$ cat src/rtl/core/qxpm_pkg.sv
// ----------------------------------------------------------------------------
// qxpm_pkg: shared types and constants of the quad X motor mixer
// Register indexes, widths of the lane datapath and the lane control beat.
// ----------------------------------------------------------------------------
package qxpm_pkg;

    localparam int CENTER_PULSE_DEF = 1500;
    localparam int MOTOR_MIN        = 1000;
    localparam int MOTOR_MAX        = 2000;
    localparam int RECIP_SHIFT      = 20;

    localparam int PULSE_W = 12;
    localparam int GYRO_W  = 16;
    localparam int DZ_W    = 9;
    localparam int MA_W    = 7;
    localparam int GAIN_W  = 12;
    localparam int MOTOR_W = 11;
    localparam int PROD_W  = PULSE_W + MA_W;
    localparam int ANGLE_W = 12;
    localparam int SUM_W   = GYRO_W + 1;
    localparam int MAG_W   = GYRO_W;
    localparam int QMAG_W  = MAG_W + GAIN_W - 8;
    localparam int ERR_W   = QMAG_W + 1;
    localparam int MIX_W   = ERR_W + 2;

    localparam int CFG_IDX_W  = 2;
    localparam int CFG_DATA_W = 12;

    localparam logic [CFG_IDX_W-1:0] REG_DEADZONE   = 2'd0;
    localparam logic [CFG_IDX_W-1:0] REG_TILT_LIMIT = 2'd1;
    localparam logic [CFG_IDX_W-1:0] REG_GAIN       = 2'd2;

    localparam logic [DZ_W-1:0]   DEADZONE_RST   = 9'd20;
    localparam logic [MA_W-1:0]   TILT_LIMIT_RST = 7'd30;
    localparam logic [GAIN_W-1:0] GAIN_RST       = 12'd256;

    typedef enum logic [1:0] {
        ST_IDLE,
        ST_RUN,
        ST_MERGE
    } state_t;

    typedef struct packed {
        logic load;
        logic commit;
    } lane_ctrl_t;

endpackage

$ cat src/rtl/core/qxpm_lane.sv
// ----------------------------------------------------------------------------
// qxpm_lane: one axis of the mixer
// Maps a stick pulse to an angle target, adds the gyro reading, scales by the
// gain and holds the axis error across dead band beats.
// ----------------------------------------------------------------------------
module qxpm_lane #(
    parameter int CENTER_PULSE = qxpm_pkg::CENTER_PULSE_DEF
) (
    input  logic                               clk,
    input  logic                               rst_n,
    input  qxpm_pkg::lane_ctrl_t               ctrl,
    input  logic [qxpm_pkg::PULSE_W-1:0]       pulse,
    input  logic signed [qxpm_pkg::GYRO_W-1:0] gyro,
    input  logic [qxpm_pkg::DZ_W-1:0]          deadzone,
    input  logic [qxpm_pkg::MA_W-1:0]          tilt_limit,
    input  logic [qxpm_pkg::GAIN_W-1:0]        gain,
    output logic signed [qxpm_pkg::ERR_W-1:0]  error
);

    localparam int D_UP   = qxpm_pkg::MOTOR_MAX - CENTER_PULSE;
    localparam int D_DN   = CENTER_PULSE - qxpm_pkg::MOTOR_MIN;
    localparam int M_UP   = (1 << qxpm_pkg::RECIP_SHIFT) / D_UP;
    localparam int M_DN   = (1 << qxpm_pkg::RECIP_SHIFT) / D_DN;
    localparam int D_W    = 10;
    localparam int M_W    = 13;
    localparam int CMP_W  = qxpm_pkg::PULSE_W + 1;
    localparam int APX_W  = qxpm_pkg::PROD_W + M_W;
    localparam int REM_W  = qxpm_pkg::PROD_W + 1;
    localparam int QP_W   = qxpm_pkg::MAG_W + qxpm_pkg::GAIN_W;

    localparam logic [CMP_W-1:0] CENTER = CMP_W'(CENTER_PULSE);
    localparam logic [D_W-1:0]   DV_UP  = D_W'(D_UP);
    localparam logic [D_W-1:0]   DV_DN  = D_W'(D_DN);
    localparam logic [M_W-1:0]   MV_UP  = M_W'(M_UP);
    localparam logic [M_W-1:0]   MV_DN  = M_W'(M_DN);

    logic [qxpm_pkg::PULSE_W-1:0]       pulse_reg;
    logic signed [qxpm_pkg::GYRO_W-1:0] gyro_reg;
    logic                               above_reg;
    logic                               below_reg;
    logic [qxpm_pkg::PULSE_W-1:0]       dist_reg;
    logic [qxpm_pkg::PROD_W-1:0]        prod_reg;
    logic [qxpm_pkg::ANGLE_W-1:0]       quot_reg;
    logic [qxpm_pkg::ANGLE_W-1:0]       angle_reg;
    logic signed [qxpm_pkg::SUM_W-1:0]  sum_reg;
    logic signed [qxpm_pkg::ERR_W-1:0]  held_reg;

    logic [CMP_W-1:0]                   pulse_x;
    logic                               above_next;
    logic                               below_next;
    logic [qxpm_pkg::PULSE_W-1:0]       dist_next;
    logic [D_W-1:0]                     div_sel;
    logic [M_W-1:0]                     recip_sel;
    logic [APX_W-1:0]                   approx;
    logic [REM_W-1:0]                   rem;
    logic [qxpm_pkg::ANGLE_W-1:0]       angle_next;
    logic signed [qxpm_pkg::SUM_W-1:0]  sum_next;
    logic                               sum_neg;
    logic [qxpm_pkg::MAG_W-1:0]         mag;
    logic [QP_W-1:0]                    qprod;
    logic [qxpm_pkg::QMAG_W-1:0]        qmag;
    logic signed [qxpm_pkg::ERR_W-1:0]  err_next;

    // dead band test and distance from center
    always_comb
    begin
        pulse_x    = {1'b0, pulse_reg};
        above_next = pulse_x >= (CENTER + CMP_W'(deadzone));
        below_next = (pulse_x + CMP_W'(deadzone)) < CENTER;
        if (above_next)
        begin
            dist_next = qxpm_pkg::PULSE_W'(pulse_x - CENTER);
        end
        else
        begin
            dist_next = qxpm_pkg::PULSE_W'(CENTER - pulse_x);
        end
    end

    // divide by the half span through a reciprocal, one correction step
    always_comb
    begin
        div_sel   = above_reg ? DV_UP : DV_DN;
        recip_sel = above_reg ? MV_UP : MV_DN;
        approx    = APX_W'(prod_reg) * APX_W'(recip_sel);
        rem       = REM_W'(prod_reg) - REM_W'(REM_W'(quot_reg) * REM_W'(div_sel));
        if (rem >= REM_W'(div_sel))
        begin
            angle_next = quot_reg + qxpm_pkg::ANGLE_W'(1);
        end
        else
        begin
            angle_next = quot_reg;
        end
        sum_next = qxpm_pkg::SUM_W'(gyro_reg)
                 + $signed({1'b0, qxpm_pkg::ANGLE_W'(angle_reg)});
    end

    // gain scaling, truncated toward zero, sign flipped below center
    always_comb
    begin
        sum_neg = sum_reg[qxpm_pkg::SUM_W-1];
        mag     = sum_neg ? qxpm_pkg::MAG_W'(-sum_reg) : qxpm_pkg::MAG_W'(sum_reg);
        qprod   = QP_W'(mag) * QP_W'(gain);
        qmag    = qprod[QP_W-1:8];
        if (sum_neg ^ below_reg)
        begin
            err_next = -$signed({1'b0, qmag});
        end
        else
        begin
            err_next = $signed({1'b0, qmag});
        end
    end

    always_ff @(posedge clk)
    begin
        if (ctrl.load)
        begin
            pulse_reg <= pulse;
            gyro_reg  <= gyro;
        end
        above_reg <= above_next;
        below_reg <= below_next;
        dist_reg  <= dist_next;
        prod_reg  <= qxpm_pkg::PROD_W'(dist_reg) * qxpm_pkg::PROD_W'(tilt_limit);
        quot_reg  <= qxpm_pkg::ANGLE_W'(approx >> qxpm_pkg::RECIP_SHIFT);
        angle_reg <= angle_next;
        sum_reg   <= sum_next;
    end

    always_ff @(posedge clk or negedge rst_n)
    begin
        if (!rst_n)
        begin
            held_reg <= '0;
        end
        else if (ctrl.commit && (above_reg || below_reg))
        begin
            held_reg <= err_next;
        end
    end

    assign error = held_reg;

endmodule

$ cat src/rtl/core/qxpm_merge.sv
// ----------------------------------------------------------------------------
// qxpm_merge: X mix of the two axis errors
// Forms the four motor sums, clamps them and holds them in the output
// register until the beat is taken.
// ----------------------------------------------------------------------------
module qxpm_merge (
    input  logic                               clk,
    input  logic                               rst_n,
    input  logic                               load,
    input  logic [qxpm_pkg::PULSE_W-1:0]       throttle,
    input  logic signed [qxpm_pkg::ERR_W-1:0]  roll_error,
    input  logic signed [qxpm_pkg::ERR_W-1:0]  pitch_error,
    output logic                               slot_free,
    output logic                               out_valid,
    input  logic                               out_ready,
    output logic [qxpm_pkg::MOTOR_W-1:0]       motor_one,
    output logic [qxpm_pkg::MOTOR_W-1:0]       motor_two,
    output logic [qxpm_pkg::MOTOR_W-1:0]       motor_three,
    output logic [qxpm_pkg::MOTOR_W-1:0]       motor_four
);

    localparam int W = qxpm_pkg::MIX_W;

    function automatic logic [qxpm_pkg::MOTOR_W-1:0] clamp_motor(
        input logic signed [W-1:0] v
    );
        logic [qxpm_pkg::MOTOR_W-1:0] r;
        if (v < W'(qxpm_pkg::MOTOR_MIN))
        begin
            r = qxpm_pkg::MOTOR_W'(qxpm_pkg::MOTOR_MIN);
        end
        else if (v > W'(qxpm_pkg::MOTOR_MAX))
        begin
            r = qxpm_pkg::MOTOR_W'(qxpm_pkg::MOTOR_MAX);
        end
        else
        begin
            r = v[qxpm_pkg::MOTOR_W-1:0];
        end
        return r;
    endfunction

    logic                               valid_reg;
    logic [qxpm_pkg::MOTOR_W-1:0]       m1_reg;
    logic [qxpm_pkg::MOTOR_W-1:0]       m2_reg;
    logic [qxpm_pkg::MOTOR_W-1:0]       m3_reg;
    logic [qxpm_pkg::MOTOR_W-1:0]       m4_reg;
    logic signed [W-1:0]                thr;
    logic signed [W-1:0]                r;
    logic signed [W-1:0]                p;

    always_comb
    begin
        thr = $signed({{(W-qxpm_pkg::PULSE_W){1'b0}}, throttle});
        r   = W'(roll_error);
        p   = W'(pitch_error);
    end

    assign slot_free = !valid_reg || out_ready;

    always_ff @(posedge clk or negedge rst_n)
    begin
        if (!rst_n)
        begin
            valid_reg <= 1'b0;
        end
        else if (load)
        begin
            valid_reg <= 1'b1;
        end
        else if (out_ready)
        begin
            valid_reg <= 1'b0;
        end
    end

    always_ff @(posedge clk)
    begin
        if (load)
        begin
            m1_reg <= clamp_motor(thr + r - p);
            m2_reg <= clamp_motor(thr - r - p);
            m3_reg <= clamp_motor(thr + r + p);
            m4_reg <= clamp_motor(thr - r + p);
        end
    end

    assign out_valid   = valid_reg;
    assign motor_one   = m1_reg;
    assign motor_two   = m2_reg;
    assign motor_three = m3_reg;
    assign motor_four  = m4_reg;

endmodule

$ cat src/rtl/core/quad_x_p_mixer.sv
// ----------------------------------------------------------------------------
// quad_x_p_mixer: proportional attitude mixer for an X quadcopter
// An input beat is taken only when idle; the lane datapath then runs
// and the output is loaded once its register is free. No new beat is taken
// before that load; the held axis errors feed the next beat.
// Reset: async active low; held errors clear to zero, registers go to
// deadzone 20, tilt_limit 30, gain 256.
// ----------------------------------------------------------------------------
module quad_x_p_mixer #(
    parameter int CENTER_PULSE = qxpm_pkg::CENTER_PULSE_DEF
) (
    input  logic                                  clk,
    input  logic                                  rst_n,
    input  logic                                  cfg_valid,
    output logic                                  cfg_ready,
    input  logic [qxpm_pkg::CFG_IDX_W-1:0]        cfg_index,
    input  logic [qxpm_pkg::CFG_DATA_W-1:0]       cfg_data,
    input  logic                                  in_valid,
    output logic                                  in_ready,
    input  logic [qxpm_pkg::PULSE_W-1:0]          throttle_pulse,
    input  logic [qxpm_pkg::PULSE_W-1:0]          roll_pulse,
    input  logic [qxpm_pkg::PULSE_W-1:0]          pitch_pulse,
    input  logic signed [qxpm_pkg::GYRO_W-1:0]    gyro_roll,
    input  logic signed [qxpm_pkg::GYRO_W-1:0]    gyro_pitch,
    output logic                                  out_valid,
    input  logic                                  out_ready,
    output logic [qxpm_pkg::MOTOR_W-1:0]          motor_one,
    output logic [qxpm_pkg::MOTOR_W-1:0]          motor_two,
    output logic [qxpm_pkg::MOTOR_W-1:0]          motor_three,
    output logic [qxpm_pkg::MOTOR_W-1:0]          motor_four
);

    localparam logic [2:0] LAST_STEP = 3'd5;

    qxpm_pkg::state_t                   state_reg;
    qxpm_pkg::state_t                   state_next;
    logic [2:0]                         cnt_reg;
    logic [2:0]                         cnt_next;
    logic [qxpm_pkg::DZ_W-1:0]          deadzone_reg;
    logic [qxpm_pkg::MA_W-1:0]          tilt_limit_reg;
    logic [qxpm_pkg::GAIN_W-1:0]        gain_reg;
    logic [qxpm_pkg::PULSE_W-1:0]       throttle_reg;
    qxpm_pkg::lane_ctrl_t               lane_ctrl;
    logic                               merge_load;
    logic                               slot_free;
    logic                               accept;
    logic signed [qxpm_pkg::ERR_W-1:0]  roll_error;
    logic signed [qxpm_pkg::ERR_W-1:0]  pitch_error;

    assign cfg_ready = 1'b1;
    assign accept    = in_valid && in_ready;

    // configuration registers
    always_ff @(posedge clk or negedge rst_n)
    begin
        if (!rst_n)
        begin
            deadzone_reg   <= qxpm_pkg::DEADZONE_RST;
            tilt_limit_reg <= qxpm_pkg::TILT_LIMIT_RST;
            gain_reg       <= qxpm_pkg::GAIN_RST;
        end
        else if (cfg_valid && cfg_ready)
        begin
            unique case (cfg_index)
                qxpm_pkg::REG_DEADZONE:   deadzone_reg   <= cfg_data[qxpm_pkg::DZ_W-1:0];
                qxpm_pkg::REG_TILT_LIMIT: tilt_limit_reg <= cfg_data[qxpm_pkg::MA_W-1:0];
                qxpm_pkg::REG_GAIN:       gain_reg       <= cfg_data[qxpm_pkg::GAIN_W-1:0];
                default:
                begin
                end
            endcase
        end
    end

    // sequencer next state
    always_comb
    begin
        state_next = state_reg;
        cnt_next   = cnt_reg;
        unique case (state_reg)
            qxpm_pkg::ST_IDLE:
            begin
                cnt_next = '0;
                if (accept)
                begin
                    state_next = qxpm_pkg::ST_RUN;
                end
            end
            qxpm_pkg::ST_RUN:
            begin
                cnt_next = cnt_reg + 3'd1;
                if (cnt_reg == LAST_STEP)
                begin
                    state_next = qxpm_pkg::ST_MERGE;
                end
            end
            qxpm_pkg::ST_MERGE:
            begin
                if (slot_free)
                begin
                    state_next = qxpm_pkg::ST_IDLE;
                end
            end
            default:
            begin
                state_next = qxpm_pkg::ST_IDLE;
            end
        endcase
    end

    // sequencer outputs
    always_comb
    begin
        in_ready         = 1'b0;
        lane_ctrl.load   = 1'b0;
        lane_ctrl.commit = 1'b0;
        merge_load       = 1'b0;
        unique case (state_reg)
            qxpm_pkg::ST_IDLE:
            begin
                in_ready       = 1'b1;
                lane_ctrl.load = in_valid;
            end
            qxpm_pkg::ST_RUN:
            begin
                lane_ctrl.commit = cnt_reg == LAST_STEP;
            end
            qxpm_pkg::ST_MERGE:
            begin
                merge_load = slot_free;
            end
            default:
            begin
            end
        endcase
    end

    always_ff @(posedge clk or negedge rst_n)
    begin
        if (!rst_n)
        begin
            state_reg <= qxpm_pkg::ST_IDLE;
            cnt_reg   <= '0;
        end
        else
        begin
            state_reg <= state_next;
            cnt_reg   <= cnt_next;
        end
    end

    always_ff @(posedge clk)
    begin
        if (accept)
        begin
            throttle_reg <= throttle_pulse;
        end
    end

    qxpm_lane #(
        .CENTER_PULSE (CENTER_PULSE)
    ) u_lane_roll (
        .clk        (clk),
        .rst_n      (rst_n),
        .ctrl       (lane_ctrl),
        .pulse      (roll_pulse),
        .gyro       (gyro_roll),
        .deadzone   (deadzone_reg),
        .tilt_limit (tilt_limit_reg),
        .gain       (gain_reg),
        .error      (roll_error)
    );

    qxpm_lane #(
        .CENTER_PULSE (CENTER_PULSE)
    ) u_lane_pitch (
        .clk        (clk),
        .rst_n      (rst_n),
        .ctrl       (lane_ctrl),
        .pulse      (pitch_pulse),
        .gyro       (gyro_pitch),
        .deadzone   (deadzone_reg),
        .tilt_limit (tilt_limit_reg),
        .gain       (gain_reg),
        .error      (pitch_error)
    );

    qxpm_merge u_merge (
        .clk         (clk),
        .rst_n       (rst_n),
        .load        (merge_load),
        .throttle    (throttle_reg),
        .roll_error  (roll_error),
        .pitch_error (pitch_error),
        .slot_free   (slot_free),
        .out_valid   (out_valid),
        .out_ready   (out_ready),
        .motor_one   (motor_one),
        .motor_two   (motor_two),
        .motor_three (motor_three),
        .motor_four  (motor_four)
    );

endmodule
$ cat config.mk
export PLATFORM = sky130hd
export DESIGN_NAME = quad_x_p_mixer
export DESIGN_NICKNAME = d
export VERILOG_FILES = /design/src/rtl/core/qxpm_pkg.sv /design/src/rtl/core/qxpm_lane.sv /design/src/rtl/core/qxpm_merge.sv /design/src/rtl/core/quad_x_p_mixer.sv
export SDC_FILE = /design/constraint.sdc
export NUM_CORES = 2
export LEC_CHECK = 0
export ABC_AREA = 1
export BUFFER_PORTS_ARGS = -buffer_cell sky130_fd_sc_hd__buf_4
export CAP_MARGIN = 20
export CORE_ASPECT_RATIO = 1.5
export CORE_MARGIN = 5
export CORE_UTILIZATION = 70
export CTS_CLUSTER_DIAMETER = 200
export DETAILED_ROUTE_END_ITERATION = 10
export HOLD_SLACK_MARGIN = 0.06
export PLACE_DENSITY = 0.88
export SYNTH_ARGS = -nofsm -noshare
export SYNTH_HDL_FRONTEND = slang
export SYNTH_SLANG_ARGS = --single-unit
$ cat constraint.sdc
create_clock -name clk -period 10.9 [get_ports clk]
set_clock_uncertainty 0.15 [all_clocks]
set_input_delay 1.09 -clock clk [delete_from_list [all_inputs] [get_ports clk]]
set_output_delay 1.09 -clock clk [all_outputs]
set_load 0.005 [all_outputs]
==> impl_metrics.ini <==
[outcome]
outcome = finished, final reports clean

[clocking]
htreeDepth = 2
insertion_delay_ns = 0.60
post-cts-setup-buffers = 0
clock-sinks = 334
cts_hold_buf = 0
cts_resized = 0
cts_tree = yes
cts_buffers = 37
root_buffer = clkbuf_16
clockBufferDepth = 3
clk_pin_slew_ns = 0.07

[die]
rows = 119
core_area_um2 = 70100
dieArea_um2 = 76200
die_y_um = 336
initial_core_util_pct = 70.6
die_x_um = 227
pin_count = 134

[global_routing]
grt_max_degree = 73
track_usage_pct = 35.6
grt_pass1_wl_um = 219000
overflow = 0
grt_pass1_vias = 45199
antenna_found_initial = 0

[logic_synthesis]
synth_top_area_cell = fa_1
synth_seq_cells = 334
synth_cell_types = 78
ys_seq_area_share_pct = 16.6
syn_inst = 6361
syn_area_um2 = 49500
synth_top_area_share_pct = 20.4
syn_nets = 7649
synthTopCellsByArea = fa_1, ha_1, inv_1, nand2_1, edfxtp_1
synth.most_common_cell = inv_1
synth_enable_flop_cells = 112
avgSynthCellArea_um2 = 7.78
synth_commonest_cells = inv_1, nand2_1, ha_1
yosys_warnings = 0
ys_async_sr_fraction_pct = 22.8
synth_flop_cell = dfxtp_1

[worst_setup_path]
path_delay_family = adder cells
r2r_cells = 39
regToRegSetupSlack_ns = 2.76
reg2reg_from = u_lane_roll.sum_reg[0]
critical_path_class = flip-flop to flip-flop
start_kind = flip-flop
required_ns = 11.22
critical_path.max_stage_delay_ns = 0.54
endpoint_kind = flip-flop
critPathBufInv = 10
crit_path_frequent_cell = nand2_1
cp.arrival_ns = 8.46
r2r_end = u_lane_roll.error[16]
slowest_stage = fa_1
cp_max_fo = 14

[final_layout]
drive_above_1_share_pct = 5.67
post-route-util_pct = 74.9
final_net_count = 7716
final_area_um2 = 52600
synthToLayoutAreaGrowth_pct = 6.19
layout.cells.non_filler = 7364
num_antenna_cells = 0

[routing]
vias = 42741
ant_nets = 0
drt_iter0_drc = 2751
first_pass_iters = 6
post_drt_wl_per_cell_um = 18.2
via_per_inst = 5.80
drc_errors = 0
drt_wl_total_um = 134000

[timing]
hold_violations = 0
max_freq_ghz = 0.123
maxSlewHeadroom_pct = 32.4
worstMarginPinSlew_ns = 1.01
setup_viol = 0
period_needed_ns = 8.14
rsz0062_at_grt = no
drv_slew = 0
setup-tns-final_ns = 0
finalCritPeriodShare_pct = 74.7

[place]
post_dp_cell_area_um2 = 51200
dp.cells = 7294
io_buffers = 132
gp_congestion = 0.991
dp_hpwl_um = 110000

[worst_hold_path]
hp-class = primary input to async pin

[flow_run]
cap_viol_max_count = 0
## logic make-up after synthesis
family	Yosys count	share of synthesized area [%]
other cells	1	0.00758
xor+xnor	323	5.78
buf+inv	1430	11.0
fa+ha+maj	1201	38.0
flops	334	16.6
compound gates	798	9.21
mux	1	0.0228
simple gates	2273	19.4
## stage by stage
step           worst slack, ns  hold WS, ns
3_5_place_dp              2.95        0.281
6_report                  2.76        0.177
3_3_place_gp              3.23        0.297
4_1_cts                   2.91        0.152
5_1_grt                   2.17        0.162
2_1_floorplan             4.08        0.224
## metal layers
layer | global-route usage [%] | wire (um) | vias to the layer above
li1 | - | - | 20117
met1 | 35.9 | 44500 | 20140
met5 | 0 | 0 | -
met4 | 27.3 | 13100 | 0
met3 | 4.63 | 7500 | 702
met2 | 65.4 | 69200 | 1782
## cells in the final DEF (no fill, tap or decap), types with 10 or more instances in the layout
cell type and count:
ha_1 697, a21oi_1 346, o211ai_1 11, nand3_1 242, a21oi_2 16, xnor2_1 60
o21bai_1 30, a31oi_1 12, nand2_1 1277, nand4_1 64, inv_2 19, nor4_1 12
o31ai_1 10, o21ai_1 35, a21o_1 18, o21a_1 11, nand3b_1 29, nor2_1 483
o21ai_2 17, dfrtp_1 69, clkbuf_16 39, nor3_1 67, edfxtp_1 112, xor2_1 259
nand2_2 30, nor2_2 15, buf_4 147, dfxtp_1 146, o21ai_0 229, a21boi_0 14
inv_1 1286, fa_1 504
## cell type report
class                           count  area [um^2]
Fill cell                        5185        17600
Multi-Input combinational cell   4597        35900
Timing Repair Buffer              148         1120
Sequential cell                   334         8200
Tap cell                          907         1130
Clock buffer                       48         1030
Inverter                         1310         4920
Clock inverter                     20          275
## worst max path at each step
stage	slack, ns	to	cells past startpoint	from
2_1_floorplan	4.08	u_lane_roll.error[16]	40	u_lane_roll.sum_reg[0]
5_1_grt	2.17	u_lane_roll.error[20]	32	u_lane_roll.sum_reg[0]
3_3_place_gp	3.23	u_lane_roll.error[16]	39	u_lane_roll.sum_reg[0]
3_5_place_dp	2.95	u_lane_roll.error[20]	32	u_lane_roll.sum_reg[0]
6_report	2.76	u_lane_roll.error[16]	39	u_lane_roll.sum_reg[0]
4_1_cts	2.91	u_lane_roll.error[20]	32	u_lane_roll.sum_reg[0]
Power is not shown: default switching activity piles up to over one toggle a cycle in this logic, so the estimate is an artifact.
